`src/sv/wpwr_pkg.sv`:
```
`timescale 1ns / 1ps
package wpwr_pkg;

    localparam int MAX_ENTRIES = 64;
    localparam int WEIGHT_BITS = 16;

    localparam int IDX_W = $clog2(MAX_ENTRIES);
    localparam int CNT_W = $clog2(MAX_ENTRIES + 1);
    localparam int SUM_W = WEIGHT_BITS + IDX_W;
    localparam int DP_W  = SUM_W + 1;

    // fixed field widths of the channels
    localparam int OP_W      = 2;
    localparam int IN_WGT_W  = 16;
    localparam int RND_W     = 31;
    localparam int STATUS_W  = 3;
    localparam int PICK_W    = 6;
    localparam int REM_W     = 7;
    localparam int BITCNT_W  = $clog2(RND_W);

    typedef enum logic [OP_W-1:0] {
        OP_LOAD  = 2'd0,
        OP_DRAW  = 2'd1,
        OP_CLEAR = 2'd2
    } t_op;

    typedef enum logic [STATUS_W-1:0] {
        ST_LOADED  = 3'd0,
        ST_PICKED  = 3'd1,
        ST_EMPTY   = 3'd2,
        ST_FULL    = 3'd3,
        ST_CLEARED = 3'd4
    } t_status;

    typedef enum logic [2:0] {
        ALU_IDLE  = 3'd0,
        ALU_CLR   = 3'd1,
        ALU_ADD   = 3'd2,
        ALU_START = 3'd3,
        ALU_MOD   = 3'd4
    } t_alu_op;

    typedef struct packed {
        t_alu_op op;
        logic    rnd_bit;
    } t_alu_ctl;

    typedef struct packed {
        logic zero;
        logic hit;
    } t_alu_sts;

endpackage

```
`src/sv/wpwr_chan_if.sv`:
```
`timescale 1ns / 1ps
interface wpwr_req_if;
    import wpwr_pkg::*;

    logic                valid;
    logic                ready;
    logic [OP_W-1:0]     operation;
    logic [IN_WGT_W-1:0] weight;
    logic [RND_W-1:0]    random_value;

    modport source (output valid, operation, weight, random_value, input ready);
    modport sink   (input valid, operation, weight, random_value, output ready);
endinterface

interface wpwr_rsp_if;
    import wpwr_pkg::*;

    logic                valid;
    logic                ready;
    logic [STATUS_W-1:0] status;
    logic [PICK_W-1:0]   picked_index;
    logic [REM_W-1:0]    remaining_count;

    modport source (output valid, status, picked_index, remaining_count, input ready);
    modport sink   (input valid, status, picked_index, remaining_count, output ready);
endinterface

```
`src/sv/wpwr_ram.sv`:
```
`timescale 1ns / 1ps
module wpwr_ram #(
    parameter int WIDTH = 16,
    parameter int DEPTH = 64
) (
    input  logic                     i_clk,
    input  logic                     i_we,
    input  logic [$clog2(DEPTH)-1:0] i_waddr,
    input  logic [WIDTH-1:0]         i_wdata,
    input  logic [$clog2(DEPTH)-1:0] i_raddr,
    output logic [WIDTH-1:0]         o_rdata
);
    logic [WIDTH-1:0] r_mem [DEPTH];
    logic [WIDTH-1:0] r_rdata;

    always_ff @(posedge i_clk) begin
        if (i_we) begin
            r_mem[i_waddr] <= i_wdata;
        end
        r_rdata <= r_mem[i_raddr];
    end

    assign o_rdata = r_rdata;
endmodule

```
`src/sv/wpwr_alu.sv`:
```
`timescale 1ns / 1ps
module wpwr_alu (
    input  logic                         i_clk,
    input  wpwr_pkg::t_alu_ctl           i_ctl,
    input  logic [wpwr_pkg::WEIGHT_BITS-1:0] i_weight,
    output wpwr_pkg::t_alu_sts           o_sts
);
    import wpwr_pkg::*;

    logic [SUM_W-1:0] r_acc, n_acc;
    logic [SUM_W-1:0] r_sum, n_sum;
    logic [SUM_W-1:0] r_rem, n_rem;

    logic [DP_W-1:0] w_a;
    logic [DP_W-1:0] w_b;
    logic            w_cin;
    logic [DP_W:0]   w_full;
    logic [DP_W-1:0] w_shift;

    // one adder serves accumulation and the restoring remainder step
    assign w_shift = {r_rem, i_ctl.rnd_bit};

    always_comb begin
        w_a   = {1'b0, r_acc};
        w_b   = {{(DP_W-WEIGHT_BITS){1'b0}}, i_weight};
        w_cin = 1'b0;
        if (i_ctl.op == ALU_MOD) begin
            w_a   = w_shift;
            w_b   = ~{1'b0, r_sum};
            w_cin = 1'b1;
        end
    end

    assign w_full = {1'b0, w_a} + {1'b0, w_b} + {{DP_W{1'b0}}, w_cin};

    always_comb begin
        n_acc = r_acc;
        n_sum = r_sum;
        n_rem = r_rem;
        case (i_ctl.op)
            ALU_CLR: begin
                n_acc = '0;
            end
            ALU_ADD: begin
                n_acc = w_full[SUM_W-1:0];
            end
            ALU_START: begin
                n_sum = r_acc;
                n_acc = '0;
                n_rem = '0;
            end
            ALU_MOD: begin
                // carry out means the shifted remainder reached the sum
                if (w_full[DP_W]) begin
                    n_rem = w_full[SUM_W-1:0];
                end else begin
                    n_rem = w_shift[SUM_W-1:0];
                end
            end
            default: begin
            end
        endcase
    end

    always_ff @(posedge i_clk) begin
        r_acc <= n_acc;
        r_sum <= n_sum;
        r_rem <= n_rem;
    end

    // hit: reduced value lies below the running upper bound after this add
    assign o_sts.zero = (r_acc == '0);
    assign o_sts.hit  = (r_rem < w_full[SUM_W-1:0]);
endmodule

```
`src/sv/weighted_pick_without_replacement.sv`:
```
`timescale 1ns / 1ps
// channel  direction  fields
// i_req    in         operation, weight, random_value
// o_rsp    out        status, picked_index, remaining_count
//
// load, clear and a draw on an empty table answer in the cycle after the request is taken.
// a draw makes two passes over the weight ram through its single read port and,
// between them, a 31-step bit-serial remainder in the shared adder; when all
// remaining weights are zero it ends after the first pass.
// reset is synchronous active low, clears counts and present bits, no clearing pass.
// a request is taken only when idle and the response register is free or draining.
module weighted_pick_without_replacement (
    input  logic       i_clk,
    input  logic       i_rst_n,
    wpwr_req_if.sink   i_req,
    wpwr_rsp_if.source o_rsp
);
    import wpwr_pkg::*;

    typedef enum logic [3:0] {
        S_IDLE = 4'b0001,
        S_SUM  = 4'b0010,
        S_MOD  = 4'b0100,
        S_SCAN = 4'b1000
    } t_state;

    t_state                  r_state, n_state;
    logic [CNT_W-1:0]        r_loaded, n_loaded;
    logic [CNT_W-1:0]        r_remaining, n_remaining;
    logic [MAX_ENTRIES-1:0]  r_present, n_present;
    logic [CNT_W-1:0]        r_idx, n_idx;
    logic                    r_rd_vld, n_rd_vld;
    logic [IDX_W-1:0]        r_rd_idx, n_rd_idx;
    logic [IDX_W-1:0]        r_first, n_first;
    logic                    r_have_first, n_have_first;
    logic [RND_W-1:0]        r_rnd, n_rnd;
    logic [BITCNT_W-1:0]     r_bit_cnt, n_bit_cnt;
    logic                    r_out_vld, n_out_vld;
    t_status                 r_out_status, n_out_status;
    logic [IDX_W-1:0]        r_out_pick, n_out_pick;
    logic [CNT_W-1:0]        r_out_rem, n_out_rem;

    logic                    w_acc;
    logic                    w_fin;
    logic [IDX_W-1:0]        w_fin_idx;
    logic                    w_ram_we;
    logic [WEIGHT_BITS-1:0]  w_ram_rdata;
    logic [WEIGHT_BITS-1:0]  w_wgt;
    logic [IN_WGT_W+WEIGHT_BITS-1:0] w_wgt_ext;
    logic [IDX_W+PICK_W-1:0] w_pick_ext;
    logic [CNT_W+REM_W-1:0]  w_rem_ext;
    logic                    w_more;
    t_alu_ctl                w_alu_ctl;
    t_alu_sts                w_alu_sts;

    assign w_wgt_ext = {{WEIGHT_BITS{1'b0}}, i_req.weight};
    assign w_wgt     = w_wgt_ext[WEIGHT_BITS-1:0];
    assign w_more    = (r_idx < r_loaded);

    assign i_req.ready = (r_state == S_IDLE) && (!r_out_vld || o_rsp.ready);
    assign w_acc       = i_req.valid && i_req.ready;

    wpwr_ram #(
        .WIDTH (WEIGHT_BITS),
        .DEPTH (MAX_ENTRIES)
    ) u_ram (
        .i_clk   (i_clk),
        .i_we    (w_ram_we),
        .i_waddr (r_loaded[IDX_W-1:0]),
        .i_wdata (w_wgt),
        .i_raddr (r_idx[IDX_W-1:0]),
        .o_rdata (w_ram_rdata)
    );

    wpwr_alu u_alu (
        .i_clk    (i_clk),
        .i_ctl    (w_alu_ctl),
        .i_weight (w_ram_rdata),
        .o_sts    (w_alu_sts)
    );

    always_comb begin
        n_state      = r_state;
        n_loaded     = r_loaded;
        n_remaining  = r_remaining;
        n_present    = r_present;
        n_idx        = r_idx;
        n_rd_vld     = 1'b0;
        n_rd_idx     = r_rd_idx;
        n_first      = r_first;
        n_have_first = r_have_first;
        n_rnd        = r_rnd;
        n_bit_cnt    = r_bit_cnt;
        n_out_vld    = r_out_vld && !o_rsp.ready;
        n_out_status = r_out_status;
        n_out_pick   = r_out_pick;
        n_out_rem    = r_out_rem;
        w_fin        = 1'b0;
        w_fin_idx    = r_first;
        w_ram_we     = 1'b0;
        w_alu_ctl    = '{op: ALU_IDLE, rnd_bit: 1'b0};

        case (r_state)
            S_IDLE: begin
                if (w_acc) begin
                    case (i_req.operation)
                        OP_LOAD: begin
                            n_out_vld  = 1'b1;
                            n_out_pick = '0;
                            if (r_loaded >= CNT_W'(MAX_ENTRIES)) begin
                                n_out_status = ST_FULL;
                                n_out_rem    = r_remaining;
                            end else begin
                                w_ram_we                       = 1'b1;
                                n_present[r_loaded[IDX_W-1:0]] = 1'b1;
                                n_loaded                       = r_loaded + 1'b1;
                                n_remaining                    = r_remaining + 1'b1;
                                n_out_status                   = ST_LOADED;
                                n_out_rem                      = r_remaining + 1'b1;
                            end
                        end
                        OP_DRAW: begin
                            if (r_remaining == '0) begin
                                n_out_vld    = 1'b1;
                                n_out_status = ST_EMPTY;
                                n_out_pick   = '0;
                                n_out_rem    = r_remaining;
                            end else begin
                                n_rnd          = i_req.random_value;
                                n_idx          = '0;
                                n_first        = '0;
                                n_have_first   = 1'b0;
                                w_alu_ctl.op   = ALU_CLR;
                                n_state        = S_SUM;
                            end
                        end
                        default: begin
                            // unused code three clears as well
                            n_present    = '0;
                            n_loaded     = '0;
                            n_remaining  = '0;
                            n_out_vld    = 1'b1;
                            n_out_status = ST_CLEARED;
                            n_out_pick   = '0;
                            n_out_rem    = '0;
                        end
                    endcase
                end
            end
            S_SUM: begin
                if (w_more) begin
                    n_idx    = r_idx + 1'b1;
                    n_rd_vld = 1'b1;
                    n_rd_idx = r_idx[IDX_W-1:0];
                end
                if (r_rd_vld && r_present[r_rd_idx]) begin
                    w_alu_ctl.op = ALU_ADD;
                    if (!r_have_first) begin
                        n_first      = r_rd_idx;
                        n_have_first = 1'b1;
                    end
                end
                if (!r_rd_vld && !w_more) begin
                    if (w_alu_sts.zero) begin
                        // all remaining weights zero: first present entry wins
                        w_fin     = 1'b1;
                        w_fin_idx = r_first;
                    end else begin
                        w_alu_ctl.op = ALU_START;
                        n_bit_cnt    = '0;
                        n_state      = S_MOD;
                    end
                end
            end
            S_MOD: begin
                w_alu_ctl.op      = ALU_MOD;
                w_alu_ctl.rnd_bit = r_rnd[RND_W-1];
                n_rnd             = {r_rnd[RND_W-2:0], 1'b0};
                if (r_bit_cnt == BITCNT_W'(RND_W - 1)) begin
                    n_idx   = '0;
                    n_state = S_SCAN;
                end else begin
                    n_bit_cnt = r_bit_cnt + 1'b1;
                end
            end
            S_SCAN: begin
                if (w_more) begin
                    n_idx    = r_idx + 1'b1;
                    n_rd_vld = 1'b1;
                    n_rd_idx = r_idx[IDX_W-1:0];
                end
                if (r_rd_vld && r_present[r_rd_idx]) begin
                    w_alu_ctl.op = ALU_ADD;
                    if (w_alu_sts.hit) begin
                        w_fin     = 1'b1;
                        w_fin_idx = r_rd_idx;
                    end
                end else if (!r_rd_vld && !w_more) begin
                    w_fin     = 1'b1;
                    w_fin_idx = r_first;
                end
            end
            default: begin
                n_state = S_IDLE;
            end
        endcase

        if (w_fin) begin
            n_present[w_fin_idx] = 1'b0;
            n_remaining          = r_remaining - 1'b1;
            n_out_vld            = 1'b1;
            n_out_status         = ST_PICKED;
            n_out_pick           = w_fin_idx;
            n_out_rem            = r_remaining - 1'b1;
            n_rd_vld             = 1'b0;
            n_state              = S_IDLE;
        end
    end

    always_ff @(posedge i_clk) begin
        if (!i_rst_n) begin
            r_state     <= S_IDLE;
            r_loaded    <= '0;
            r_remaining <= '0;
            r_present   <= '0;
            r_rd_vld    <= 1'b0;
            r_out_vld   <= 1'b0;
        end else begin
            r_state     <= n_state;
            r_loaded    <= n_loaded;
            r_remaining <= n_remaining;
            r_present   <= n_present;
            r_rd_vld    <= n_rd_vld;
            r_out_vld   <= n_out_vld;
        end
    end

    always_ff @(posedge i_clk) begin
        r_idx        <= n_idx;
        r_rd_idx     <= n_rd_idx;
        r_first      <= n_first;
        r_have_first <= n_have_first;
        r_rnd        <= n_rnd;
        r_bit_cnt    <= n_bit_cnt;
        r_out_status <= n_out_status;
        r_out_pick   <= n_out_pick;
        r_out_rem    <= n_out_rem;
    end

    assign w_pick_ext = {{PICK_W{1'b0}}, r_out_pick};
    assign w_rem_ext  = {{REM_W{1'b0}}, r_out_rem};

    assign o_rsp.valid           = r_out_vld;
    assign o_rsp.status          = r_out_status;
    assign o_rsp.picked_index    = w_pick_ext[PICK_W-1:0];
    assign o_rsp.remaining_count = w_rem_ext[REM_W-1:0];

`ifndef SYNTH
    a_rem_le_loaded: assert property (@(posedge i_clk) disable iff (!i_rst_n)
        r_remaining <= r_loaded)
        else $error("remaining count above load count");

    a_rem_popcount: assert property (@(posedge i_clk) disable iff (!i_rst_n)
        $countones(r_present) == 32'(r_remaining))
        else $error("remaining count disagrees with present bits");

    a_busy_not_ready: assert property (@(posedge i_clk) disable iff (!i_rst_n)
        (r_state != S_IDLE) |-> !i_req.ready)
        else $error("request taken while a draw is in progress");

    a_draw_removes: assert property (@(posedge i_clk) disable iff (!i_rst_n)
        (r_state == S_SCAN && w_fin) |=> (r_remaining == $past(r_remaining) - 1'b1))
        else $error("picked entry not removed");
`endif
endmodule
```
`src/flat_wrapper.sv`:
```
// flat-port wrapper written by rule: the top's interface ports become plain ports
module weighted_pick_without_replacement_flat import wpwr_pkg::*;
  (i_clk, i_rst_n, i_req_valid, i_req_operation, i_req_weight, i_req_random_value, i_req_ready, o_rsp_valid, o_rsp_status, o_rsp_picked_index, o_rsp_remaining_count, o_rsp_ready);
  wpwr_req_if i_req_i ();
  wpwr_rsp_if o_rsp_i ();
  input  logic i_clk;
  input  logic i_rst_n;
  input wire logic [$bits(i_req_i.valid)-1:0] i_req_valid;
  input wire logic [$bits(i_req_i.operation)-1:0] i_req_operation;
  input wire logic [$bits(i_req_i.weight)-1:0] i_req_weight;
  input wire logic [$bits(i_req_i.random_value)-1:0] i_req_random_value;
  output wire logic [$bits(i_req_i.ready)-1:0] i_req_ready;
  output wire logic [$bits(o_rsp_i.valid)-1:0] o_rsp_valid;
  output wire logic [$bits(o_rsp_i.status)-1:0] o_rsp_status;
  output wire logic [$bits(o_rsp_i.picked_index)-1:0] o_rsp_picked_index;
  output wire logic [$bits(o_rsp_i.remaining_count)-1:0] o_rsp_remaining_count;
  input wire logic [$bits(o_rsp_i.ready)-1:0] o_rsp_ready;
  assign i_req_i.valid = i_req_valid;
  assign i_req_i.operation = i_req_operation;
  assign i_req_i.weight = i_req_weight;
  assign i_req_i.random_value = i_req_random_value;
  assign i_req_ready = i_req_i.ready;
  assign o_rsp_valid = o_rsp_i.valid;
  assign o_rsp_status = o_rsp_i.status;
  assign o_rsp_picked_index = o_rsp_i.picked_index;
  assign o_rsp_remaining_count = o_rsp_i.remaining_count;
  assign o_rsp_i.ready = o_rsp_ready;
  weighted_pick_without_replacement u_core (.i_clk(i_clk), .i_rst_n(i_rst_n), .i_req(i_req_i), .o_rsp(o_rsp_i));
endmodule
```
`config.mk`:
```
export PLATFORM = sky130hd
export DESIGN_NAME = weighted_pick_without_replacement_flat
export DESIGN_NICKNAME = d
export VERILOG_FILES = /design/src/sv/wpwr_pkg.sv /design/src/sv/wpwr_chan_if.sv /design/src/sv/wpwr_ram.sv /design/src/sv/wpwr_alu.sv /design/src/sv/weighted_pick_without_replacement.sv /design/src/flat_wrapper.sv
export SDC_FILE = /design/constraint.sdc
export NUM_CORES = 2
export LEC_CHECK = 0
export BUFFER_PORTS_ARGS = -buffer_cell sky130_fd_sc_hd__clkbuf_2
export CORE_MARGIN = 2
export CORE_UTILIZATION = 59
export DETAILED_ROUTE_END_ITERATION = 7
export PLACE_DENSITY = 0.72
export SLEW_MARGIN = 40
export SYNTH_ARGS = -nofsm -noshare
export SYNTH_HDL_FRONTEND = slang
export SYNTH_HIERARCHICAL = 1
export SYNTH_SLANG_ARGS = --single-unit
```
`constraint.sdc`:
```
create_clock -name i_clk -period 9.61 [get_ports i_clk]
set_input_delay 1.922 -clock i_clk [delete_from_list [all_inputs] [get_ports i_clk]]
set_output_delay 1.922 -clock i_clk [all_outputs]
set_load 0.05 [all_outputs]
```
==> metrics.csv <==
metric;value;unit
GP Congestion;0.931;
largest net degree at the start of global routing;75;
Pwr Density;194;nW/um^2
post_cts resized;0;
post-synth top area cell;edfxtp_1;
IO buf count;70;
total grt overflow;0;
Relative slew margins;40.0;%
top cells by area, synth;edfxtp_1 (66%), mux4_2 (9.6%), dfxtp_1 (3.9%), mux2i_1 (2.4%), a22oi_1 (1.8%);
most frequent CP cell;nor2_1;
RSZ-0062 raised after global routing;no;
sw frac;20.4;%
TritonCTS sink count;1262;
first-pass GRT wire length;197;mm
CTS H-tree depth;4;
part of the power in registers;52.4;%
wire per inst;28.6;microns
Final Hold Vio Count;0;
Setup Fix Bufs, Post-CTS;0;
EDFF count, synth;1159;
most frequent cell after synthesis;edfxtp_1;
Total Power;11.5;mW
CTS clk-pin slew, worst paths;50;ps
post-synthesis sequential area ratio;69.9;%
Critical Path Max Stage Delay;910;ps
height of the chip;303;microns
DR pass1 iterations;8;
Cell Area, Placed;54800;sq um
post-synthesis async set-or-reset flop share;0;%
final setup fails;0;
cts hold-fix bufs;0;
Fillers;5875;
P_sw;2.33;mW
leakage;19.7;nW
Rows;109;
post-synthesis cell area;52700;sq um
Num CTS Buffers;130;
clock insertion delay at the later pin of the skew report;740;ps
Yosys cell types;94;
HP Class;flop to flop;
setup TNS;0;ps
Syn Nets;3298;
gr usage total;29.3;%
MaxCap Viol Count;0;
Root Buffer;clkbuf_16;
Crit path required time;9990;ps
Core ar.;88500;sq um
status;complete, but fails checks;
Top Ports;71;
area added between synthesis and finish;12.1;%
DRC viols;24;
fin area;59100;sq um
Total Routed Length;132;mm
Layout Skew;27.1;ps
Max Slew Vio Count;0;
vias in the first global route;30700;
CTS Buffer Depth;3;
antenna viol nets, final;0;
die area;91800;sq um
Comb pwr share;2.7;%
Peak VDD IR;0.183;mV
Crit-path slowest cell;edfxtp_1;
crit path DAT;9190;ps
main flop type after synthesis;edfxtp_1;
crit-path max FO;19;
minimum clock period;8810;ps
achievable frequency;0.113;GHz
Crit. End Element;flop;
clock share of power;44.9;%
Post-Syn Instances;3187;
share of the synthesized area in the top cell type;66.0;%
FF+latch count, synth;1262;
crit share post-route;91.7;%
nets@finish;3463;
initial antenna violation count;6;
internal power;9.13;mW
DR vias;30700;
startpoint types;flop;
Avg Vias per Cell;6.65;
Die Wd;303;microns
CTS tree;done;
DP HPWL;80.7;mm
initial core utilization;59.6;%
Iter 0 DRT Violations;3541;
failing checks;DRC;
worst slew pin tran;897;ps
synth cell count leaders;edfxtp_1 (1,159), nand2_1 (238), mux4_2 (225);
yosys warns;6;
Syn Area/Cell;16.5;sq um
layout cells sized above 1;21.0;%
Setup CP Type;flop to flop;
==> layer usage <==
metal / up-vias / wire, microns / global-route usage [%]
met5: - / 76 / 0
met4: 6 / 4880 / 11.2
met3: 280 / 10600 / 4.91
met2: 1613 / 66100 / 48.8
met1: 15800 / 50600 / 39.1
li1: 13000 / - / -
==> path summary, 6_finish.rpt <==
check	from	endpoint	slack [ps]	depth (start not counted)
worst max register to register	u_core/r_rd_idx[2]$_DFFE_PP_	u_core/o_rsp.picked_index[3]$_SDFFCE_PP0P_	800	33
worst min register to register	u_core/o_rsp.status[1]$_SDFFE_PN0P_	u_core/o_rsp.status[1]$_SDFFE_PN0P_	480	2
worst max-delay path	u_core/r_rd_idx[2]$_DFFE_PP_	u_core/o_rsp.picked_index[3]$_SDFFCE_PP0P_	800	33
worst min-delay path	u_core/o_rsp.status[1]$_SDFFE_PN0P_	u_core/o_rsp.status[1]$_SDFFE_PN0P_	480	2
==> final cells by class <==
class	instances	area [sq um]	area share (%)
Tap cell	1165	1460	2.46
Clock inverter	72	873	1.48
Timing Repair Buffer	210	1460	2.47
Inverter	41	154	0.260
Clock buffer	164	3490	5.89
Antenna cell	2	5.00	0.00846
Sequential cell	1262	36900	62.3
Multi-Input combinational cell	1707	14800	25.1
==> metrics by stage <==
stage	utilization, %	std cells	setup WS (ps)	hold WS (ps)
6_report	66.8	4623	797	476
5_1_grt	66.8	4621	120	499
4_1_cts	66.8	4621	823	473
3_5_place_dp	61.9	4385	490	458
3_3_place_gp	61.7	4381	594	459
2_1_floorplan	-	3187	947	441
==> power by group through the flow <==
stage / sequential [mW] / clock [mW] / combinational [mW]
after floorplan: 6.14 / 0 / 0.139
after global placement: 6.12 / 0 / 0.297
after detailed placement: 6.12 / 0 / 0.307
after CTS: 6.01 / 5.21 / 0.309
after global routing: 6.00 / 5.42 / 0.333
final: 6.01 / 5.15 / 0.310
==> kinds of logic (layout without fill, tap and decap cells) <==
kind of cell	Yosys count	count (layout)	share of synthesized area (%)
multiplexers	373	373	12.5
flip-flops	1262	1262	69.9
adder cells (fa/ha/maj)	58	58	1.40
XOR/XNOR	33	33	0.548
AO/OA/AOI/OAI	522	522	6.94
AND/OR/NAND/NOR	721	721	6.46
other	0	2	0
buffers and inverters	218	487	2.22
==> state kept, by name, indices dropped and copies added (netlist names), 6 cells and up <==
name	flops
u_core/r_rd_idx	6
u_core/r_remaining	7
u_core/r_idx	7
u_core/o_rsp.picked_index	6
u_core/u_alu/r_rem	22
u_core/r_first	6
u_core/r_present	64
u_core/u_alu/r_sum	22
u_core/o_rsp.remaining_count	7
u_core/u_ram/r_mem	1024
u_core/u_ram/o_rdata	16
u_core/u_alu/r_acc	22
u_core/r_rnd	31
u_core/r_loaded	7
==> worst max-delay path: cells and delay by family (launching register included) <==
kind,cells,cell delay (ps)
simple gates,6,920
xor+xnor,1,200
flops,1,910
buf+inv,7,1550
fa+ha+maj,3,890
compound gates,16,4000
==> placed cells by master, fill, tap and decap left out, types with 70 or more instances in the layout <==
cell type and n:
dfxtp_1 103, mux4_2 225, buf_4 132, clkbuf_16 134, a21oi_1 134, a22oi_1 126, mux2i_1 125, clkbuf_2 70
nand2_1 237, edfxtp_1 1159, nor2_1 207
Power figures use the tool's default switching activity.
